<file path="src/rtl/rcpws_pkg.sv">
`default_nettype none

package rcpws_pkg;

  // frame geometry
  localparam int unsigned CodeBits  = 24;
  localparam int unsigned GapUnits  = 31;
  localparam int unsigned LongUnits = 3;

  // configuration registers are fixed at 24 bits
  localparam int unsigned CfgW = 24;

  // index of the verification frame within one sequence
  localparam int unsigned FrameW    = 2;
  localparam int unsigned LastFrame = 2;

  localparam int unsigned BitPosW = $clog2(CodeBits + 1);
  localparam int unsigned UnitsW  = $clog2(((GapUnits > LongUnits) ? GapUnits : LongUnits) + 1);

  // stream field widths
  localparam int unsigned CmdW     = 2;
  localparam int unsigned InDataW  = 8;
  localparam int unsigned OutDataW = 8;
  localparam int unsigned CfgIdxW  = 2;

  // request kinds
  localparam logic ReqStart = 1'b0;
  localparam logic ReqTick  = 1'b1;

  // command codes
  localparam logic [CmdW-1:0] CmdUp   = 2'd0;
  localparam logic [CmdW-1:0] CmdDown = 2'd1;
  localparam logic [CmdW-1:0] CmdStop = 2'd2;

  // configuration register indexes
  localparam logic [CfgIdxW-1:0] CfgUpCode     = 2'd0;
  localparam logic [CfgIdxW-1:0] CfgDownCode   = 2'd1;
  localparam logic [CfgIdxW-1:0] CfgStopCode   = 2'd2;
  localparam logic [CfgIdxW-1:0] CfgVerifyCode = 2'd3;

  // reset values of the code words
  localparam logic [CfgW-1:0] UpCodeRst     = 24'h88EEFC;
  localparam logic [CfgW-1:0] DownCodeRst   = 24'h88EECF;
  localparam logic [CfgW-1:0] StopCodeRst   = 24'h88EEF3;
  localparam logic [CfgW-1:0] VerifyCodeRst = 24'h88EEFF;

  typedef struct packed {
    logic [CfgW-1:0] up_code;
    logic [CfgW-1:0] down_code;
    logic [CfgW-1:0] stop_code;
    logic [CfgW-1:0] verify_code;
  } codes_t;

  typedef struct packed {
    logic carrier_on;
    logic busy_res;
    logic accepted;
  } seq_res_t;

endpackage

`default_nettype wire

</file>
<file path="src/rtl/rcpws_cfg.sv">
`default_nettype none

module rcpws_cfg
  import rcpws_pkg::*;
(
  input  wire logic               clk_i,
  input  wire logic               rst_ni,
  input  wire logic               wr_en_i,
  input  wire logic [CfgIdxW-1:0] wr_index_i,
  input  wire logic [CfgW-1:0]    wr_data_i,
  output codes_t                  codes_o
);

  codes_t codes_q;

  // code word registers, written by index
  always_ff @(posedge clk_i or negedge rst_ni) begin
    if (!rst_ni) begin
      codes_q.up_code     <= UpCodeRst;
      codes_q.down_code   <= DownCodeRst;
      codes_q.stop_code   <= StopCodeRst;
      codes_q.verify_code <= VerifyCodeRst;
    end else if (wr_en_i) begin
      case (wr_index_i)
        CfgUpCode:     codes_q.up_code     <= wr_data_i;
        CfgDownCode:   codes_q.down_code   <= wr_data_i;
        CfgStopCode:   codes_q.stop_code   <= wr_data_i;
        CfgVerifyCode: codes_q.verify_code <= wr_data_i;
        default: ;
      endcase
    end
  end

  assign codes_o = codes_q;

endmodule

`default_nettype wire

</file>
<file path="src/rtl/rcpws_seq.sv">
`default_nettype none

module rcpws_seq
  import rcpws_pkg::*;
(
  input  wire logic            clk_i,
  input  wire logic            rst_ni,
  input  wire logic            en_i,
  input  wire logic            req_type_i,
  input  wire logic [CmdW-1:0] command_i,
  input  codes_t               codes_i,
  output seq_res_t             res_o
);

  typedef enum logic [1:0] {
    PhMark,
    PhSpace,
    PhEnd,
    PhGap
  } phase_e;

  logic                sending_q, sending_d;
  logic [FrameW-1:0]   frame_q, frame_d;
  logic [BitPosW-1:0]  bit_q, bit_d;
  phase_e              phase_q, phase_d;
  logic [UnitsW-1:0]   units_q, units_d;
  logic [CodeBits-1:0] shift_q, shift_d;
  logic [CfgW-1:0]     chosen_q, chosen_d;

  logic [CfgW-1:0]     sel_code;
  logic                cmd_ok;
  logic [UnitsW-1:0]   units_dec;
  logic [CodeBits-1:0] shifted;
  logic [FrameW-1:0]   frame_inc;
  logic [BitPosW-1:0]  bit_inc;
  logic [CodeBits-1:0] frame_word;

  // command word selection
  always_comb begin
    cmd_ok   = 1'b1;
    sel_code = codes_i.up_code;
    case (command_i)
      CmdUp:   sel_code = codes_i.up_code;
      CmdDown: sel_code = codes_i.down_code;
      CmdStop: sel_code = codes_i.stop_code;
      default: cmd_ok = 1'b0;
    endcase
  end

  assign units_dec  = (units_q != '0) ? units_q - 1'b1 : '0;
  assign shifted    = shift_q << 1;
  assign frame_inc  = frame_q + 1'b1;
  assign bit_inc    = bit_q + 1'b1;
  assign frame_word = (frame_inc >= FrameW'(LastFrame)) ? CodeBits'(codes_i.verify_code)
                                                        : CodeBits'(chosen_q);

  // next state for one item
  always_comb begin
    sending_d = sending_q;
    frame_d   = frame_q;
    bit_d     = bit_q;
    phase_d   = phase_q;
    units_d   = units_q;
    shift_d   = shift_q;
    chosen_d  = chosen_q;
    res_o     = '0;

    if (req_type_i == ReqStart) begin
      if (!sending_q && cmd_ok) begin
        chosen_d       = sel_code;
        sending_d      = 1'b1;
        frame_d        = '0;
        shift_d        = CodeBits'(sel_code);
        bit_d          = '0;
        phase_d        = PhMark;
        units_d        = shift_d[CodeBits-1] ? UnitsW'(1) : UnitsW'(LongUnits);
        res_o.accepted = 1'b1;
      end
    end else if (sending_q) begin
      res_o.carrier_on = (phase_q == PhMark) || (phase_q == PhEnd);
      units_d = units_dec;
      if (units_dec == '0) begin
        case (phase_q)
          PhMark: begin
            phase_d = PhSpace;
            units_d = shift_q[CodeBits-1] ? UnitsW'(LongUnits) : UnitsW'(1);
          end
          PhSpace: begin
            shift_d = shifted;
            bit_d   = bit_inc;
            if (bit_inc >= BitPosW'(CodeBits)) begin
              phase_d = PhEnd;
              units_d = UnitsW'(1);
            end else begin
              phase_d = PhMark;
              units_d = shifted[CodeBits-1] ? UnitsW'(1) : UnitsW'(LongUnits);
            end
          end
          PhEnd: begin
            if (frame_q < FrameW'(LastFrame)) begin
              phase_d = PhGap;
              units_d = UnitsW'(GapUnits);
            end else begin
              sending_d = 1'b0;
              frame_d   = '0;
              bit_d     = '0;
              phase_d   = PhMark;
              units_d   = '0;
              shift_d   = '0;
            end
          end
          default: begin
            // gap over: next frame starts
            frame_d = frame_inc;
            shift_d = frame_word;
            bit_d   = '0;
            phase_d = PhMark;
            units_d = frame_word[CodeBits-1] ? UnitsW'(1) : UnitsW'(LongUnits);
          end
        endcase
      end
    end

    res_o.busy_res = sending_d;
  end

  // sequence state
  always_ff @(posedge clk_i or negedge rst_ni) begin
    if (!rst_ni) begin
      sending_q <= 1'b0;
      frame_q   <= '0;
      bit_q     <= '0;
      phase_q   <= PhMark;
      units_q   <= '0;
      shift_q   <= '0;
      chosen_q  <= '0;
    end else if (en_i) begin
      sending_q <= sending_d;
      frame_q   <= frame_d;
      bit_q     <= bit_d;
      phase_q   <= phase_d;
      units_q   <= units_d;
      shift_q   <= shift_d;
      chosen_q  <= chosen_d;
    end
  end

endmodule

`default_nettype wire

</file>
<file path="src/rtl/remote_code_pulse_width_sender.sv">
// Pulse-width remote code sender.
// Requests arrive on the s_axis channel: tuser says whether the request is a
// start (tuser 0, tdata carries the command: up, down or stop) or one tick of
// the time unit. A start is taken only while no sequence runs. Each tick then
// reports the carrier level for that unit and moves the sequence on: command
// frame, gap, command frame, gap, verification frame, each frame 24 bits MSB
// first plus an end mark.
// Every request gives exactly one result on m_axis: carrier level, busy flag
// after the request, and whether a start was taken.
// Code words are written through the cfg channel, which is always ready;
// write them only while the block is idle.
// A request passes through the input register, then the result register; one
// request per cycle is sustained while m_axis is ready, the sequencer update
// being a single short step per request.
// Reset clears the sequence to idle and loads the default code words.
// When m_axis stalls, the pending result holds and one further request is
// kept in the input register before s_axis_tready drops.
`default_nettype none

module remote_code_pulse_width_sender
  import rcpws_pkg::*;
(
  input  wire logic                clk_i,
  input  wire logic                rst_ni,

  // request stream
  input  wire logic                s_axis_tvalid,
  output      logic                s_axis_tready,
  input  wire logic [InDataW-1:0]  s_axis_tdata,   // [1:0] command
  input  wire logic                s_axis_tuser,   // [0] req_type

  // result stream
  output      logic                m_axis_tvalid,
  input  wire logic                m_axis_tready,
  output      logic [OutDataW-1:0] m_axis_tdata,   // [0] carrier_on, [1] busy_res, [2] accepted

  // configuration writes
  input  wire logic                cfg_valid_i,
  output      logic                cfg_ready_o,
  input  wire logic [CfgIdxW-1:0]  cfg_index_i,
  input  wire logic [CfgW-1:0]     cfg_data_i
);

  codes_t    codes;
  seq_res_t  seq_res;

  logic            in_valid_q, in_valid_d;
  logic            in_req_q, in_req_d;
  logic [CmdW-1:0] in_cmd_q, in_cmd_d;
  logic            out_valid_q, out_valid_d;
  seq_res_t        out_res_q, out_res_d;

  logic            step;
  logic            take;

  assign cfg_ready_o = 1'b1;

  rcpws_cfg u_cfg (
    .clk_i      (clk_i),
    .rst_ni     (rst_ni),
    .wr_en_i    (cfg_valid_i),
    .wr_index_i (cfg_index_i),
    .wr_data_i  (cfg_data_i),
    .codes_o    (codes)
  );

  // a buffered request moves on when the result register is free
  assign step          = in_valid_q && (!out_valid_q || m_axis_tready);
  assign s_axis_tready = !in_valid_q || step;
  assign take          = s_axis_tvalid && s_axis_tready;

  rcpws_seq u_seq (
    .clk_i      (clk_i),
    .rst_ni     (rst_ni),
    .en_i       (step),
    .req_type_i (in_req_q),
    .command_i  (in_cmd_q),
    .codes_i    (codes),
    .res_o      (seq_res)
  );

  // input register
  always_comb begin
    in_req_d   = in_req_q;
    in_cmd_d   = in_cmd_q;
    in_valid_d = step ? 1'b0 : in_valid_q;
    if (take) begin
      in_valid_d = 1'b1;
      in_req_d   = s_axis_tuser;
      in_cmd_d   = s_axis_tdata[CmdW-1:0];
    end
  end

  // result register
  always_comb begin
    out_res_d   = out_res_q;
    out_valid_d = m_axis_tready ? 1'b0 : out_valid_q;
    if (step) begin
      out_valid_d = 1'b1;
      out_res_d   = seq_res;
    end
  end

  always_ff @(posedge clk_i or negedge rst_ni) begin
    if (!rst_ni) begin
      in_valid_q  <= 1'b0;
      out_valid_q <= 1'b0;
    end else begin
      in_valid_q  <= in_valid_d;
      out_valid_q <= out_valid_d;
    end
  end

  always_ff @(posedge clk_i) begin
    in_req_q  <= in_req_d;
    in_cmd_q  <= in_cmd_d;
    out_res_q <= out_res_d;
  end

  assign m_axis_tvalid = out_valid_q;
  assign m_axis_tdata  = {{(OutDataW - 3){1'b0}}, out_res_q.accepted,
                          out_res_q.busy_res, out_res_q.carrier_on};

endmodule

`default_nettype wire

</file>
<file path="config.mk">
export PLATFORM = sky130hd
export DESIGN_NAME = remote_code_pulse_width_sender
export DESIGN_NICKNAME = d
export VERILOG_FILES = /design/src/rtl/rcpws_pkg.sv /design/src/rtl/rcpws_cfg.sv /design/src/rtl/rcpws_seq.sv /design/src/rtl/remote_code_pulse_width_sender.sv
export SDC_FILE = /design/constraint.sdc
export NUM_CORES = 1
export LEC_CHECK = 0
export BUFFER_PORTS_ARGS = -buffer_cell sky130_fd_sc_hd__buf_2
export CAP_MARGIN = 10
export CORE_ASPECT_RATIO = 0.9
export CORE_MARGIN = 2
export CORE_UTILIZATION = 55
export CTS_BUF_LIST = sky130_fd_sc_hd__clkbuf_16
export DETAILED_ROUTE_END_ITERATION = 12
export PLACE_DENSITY = 0.76
export SYNTH_ARGS = -nofsm -noshare
export SYNTH_HDL_FRONTEND = slang
export SYNTH_SLANG_ARGS = --single-unit
</file>
<file path="constraint.sdc">
create_clock -name clk_i -period 2.1 [get_ports clk_i]
set_input_delay 0 -clock clk_i [delete_from_list [all_inputs] [get_ports clk_i]]
set_output_delay 0 -clock clk_i [all_outputs]
set_load 0.005 [all_outputs]
</file>
==> run summary <==
Mapped Area: 0.00788 mm2
First-pass GRT wire length: 29,100 um
Syn Inst Count: 657
Final Hold Vio Count: 0
Share of cells above drive strength 1: 37.5%
Crit path DAT: 2.39 ns
Clock buffer depth: 2
Via density: 5.90
RSZ-0062 raised after global routing: yes
Relative slew slack: 65.7%
Worst hold slack: 0.0847 ns
Core area: 0.0140 mm2
Pin count of the biggest net entering global routing: 59
Inserted Clock Buffers: 17
Iter 0 DRT Violations: 420
Setup crit end kind: register
Final std cells w/o fill: 950
Final HPWL DP: 11,200 um
Avg WL per Cell: 18.5 um
Initial antenna violation count: 0
Overall routed net length: 17,600 um
Crit-path cells: or3_4, and2_4, o41a_1, nand2b_4, mux2_1
Placed Instances: 884
Yosys cell types: 54
Clock skew: 0.0100 ns
FF+latch count, synth: 167
Slowest stage delay, CP: 0.43 ns
Initial Util: 56.3%
Overall global routing resource usage: 24.3%
# diodes: 0
Row cnt: 41
Most common cell in the synthesized netlist: dfrtp_1
Max IR drop VDD: 1030 uV
Mux contribution to synthesized area: 20.2%
Post-synth EDFFs: 6
Slew Limit Fails: 0
Min-delay worst type: in2async
Drt drc: 0
Worst path required time: 2.42 ns
Die height: 118 um
Synth Area in Simple Gates: 6.26%
Minimum clock period: 2.07 ns
Achievable Freq: 482 MHz
Area Overhead vs Synth: 19.8%
I/O Pins: 51
Mean area per synthesized cell: 12.0 um2
CTS tree: yes
Ratio of final minimum period to clock period: 98.8%
Clock slew at reported path FFs: 0.06 ns
Slowest CP cell: o41a_1
Post-synthesis async set-or-reset flop share: 96.4%
Maxcap violations: 0
Synth top area cells: dfrtp_1 33%, dfstp_2 19%, mux2_2 14%
Synth top cells by count: 103 x dfrtp_1, 99 x mux2_2, 58 x dfstp_2, 50 x o21ai_0, 45 x mux2i_1
Crit Path Class: reg2reg
Post-synthesis adder-cell area fraction: 1.59%
Worst Max-Slew Pin Slew: 0.514 ns
Compound-Gate Fraction of Synth Area: 13.0%
Die width: 130 um
Clock Latency Late Sink: 0.44 ns
Vias in the first global route: 5,828
Setup crit start kind: register
CP bufs+invs: 0
Clock H-tree levels: 4
Final RePlAce weighted congestion: 0.824
Seq/Total Area, Yosys: 54.3%
Outcome: completed
Main combinational cell family by area after synthesis: multiplexers
Worst Path Max Fanout: 4
IO buf count: 38
CTS Sinks: 167
Final net count: 794
Post-Synth XOR/XNOR Area: 0.111%
Yosys synthesis warning count: 0
Post-synth top area share: 32.7%
Die area: 0.0153 mm2
Post-synth top flop: dfrtp_1
Setup violations, final: 0
Post-synth top area cell: dfrtp_1
Crit-path leading delay family: simple AND/OR/NAND/NOR gates
Vias after detailed routing: 5,603
Power Density: 1150 mW/mm2
Pleak: 4.16 nW
Sum Neg Setup Slack: 0 ns
CTS root buf: clkbuf_16
DRT antenna net count: 0
DRT Pass-1 Iters: 5
Grt ovf: 0
[sequential cells by signal (all words and copies together), names as in the netlist, 3 cells and up]
register / flops
m_axis_tdata: 3
u_seq.bit_q: 5
u_seq.shift_q: 24
u_seq.chosen_q: 24
u_cfg.codes_o: 96
u_seq.units_q: 5
[worst register-to-register path, stage by stage (launching register included)]
cell and delay [ns]:
dfrtp_1 0.42, or3_4 0.42, and2_4 0.16, o41a_1 0.43
nand2b_4 0.21, mux2_1 0.32
[worst paths after layout]
check                                  start           endpoint  slack [ns]  depth (start not counted)
max                         u_seq.units_q[0]     u_seq.bit_q[0]        0.03                          5
min                                   rst_ni   u_seq.units_q[4]        0.08                          2
max reg2reg                 u_seq.units_q[0]     u_seq.bit_q[0]        0.03                          5
min reg2reg                u_seq.chosen_q[6]  u_seq.chosen_q[6]        0.48                          2
max in group asynchronous             rst_ni  u_cfg.codes_o[39]        1.28                          3
min in group clk_i            cfg_index_i[0]  u_cfg.codes_o[79]        0.27                          4
[report_power, final]
part           switching, mW  internal, mW
clock network           1.36          1.66
logic                   1.59          1.57
registers              0.487          4.14
total                   3.44          7.38
[cell families (layout without fill, tap and decap cells)]
kind of cell,after synthesis,in the layout
and+or+nand+nor,96,96
adders and majority gates,10,10
xor gates and xnor gates,1,1
muxes,146,146
AOI/OAI and AO/OA,155,155
other,2,6
buffers and inverters,80,176
DFF,167,167
[layout make-up]
cell class              count  area, um2
fillers                   964       4570
flip-flops and latches    167       4280
multi-input cells         414       3360
repair buffers            109        857
clock buffers              17        425
well taps                 193        241
clock inverters            15        143
inverters                  35        131
[stage by stage]
step / area (um2) / total power [mW] / utilization (%) / setup WS (ns)
after floorplan: 7920 / 6.63 / - / -0.00378
after global placement: 8480 / 7.39 / 60.6 / 0.0295
after detailed placement: 8480 / 7.60 / 60.6 / -0.0701
after CTS: 9400 / 10.8 / 67.1 / 0.000252
after global routing: 9440 / 11.4 / 67.4 / -0.0211
final: 9440 / 10.8 / 67.4 / 0.0257
[metal layers]
metal / part of all wire, % / wire length, um / global-route usage, % / vias to the layer above
met5: 0 / 0 / 0 / -
met4: 2.3 / 413 / 10.6 / 0
met3: 3.9 / 691 / 4.68 / 33
met2: 50 / 8820 / 39.9 / 134
met1: 44 / 7650 / 31.4 / 2876
li1: - / - / - / 2560
[cell usage in the layout (no fill, tap or decap), types with 31 or more instances in the layout]
cell type        n
buf_2           37
dfstp_2         58
mux2i_1         45
buf_4           36
dlygate4sd3_1   31
nand2_1         35
o21ai_0         50
inv_1           34
dfrtp_1        103
mux2_2          99
[what timing repair did]
item / 4_1_cts / 5_1_grt
resized for setup: 6 / 6
pin swaps: 1 / 1
hold buffers: 31 / 0
endpoints found under the setup margin: 35 / 37
endpoints found under the hold margin: 230 / 0
setup buffers: 1 / 2
gates cloned: 0 / 0
Note: power is estimated with default switching activity, not from simulation.
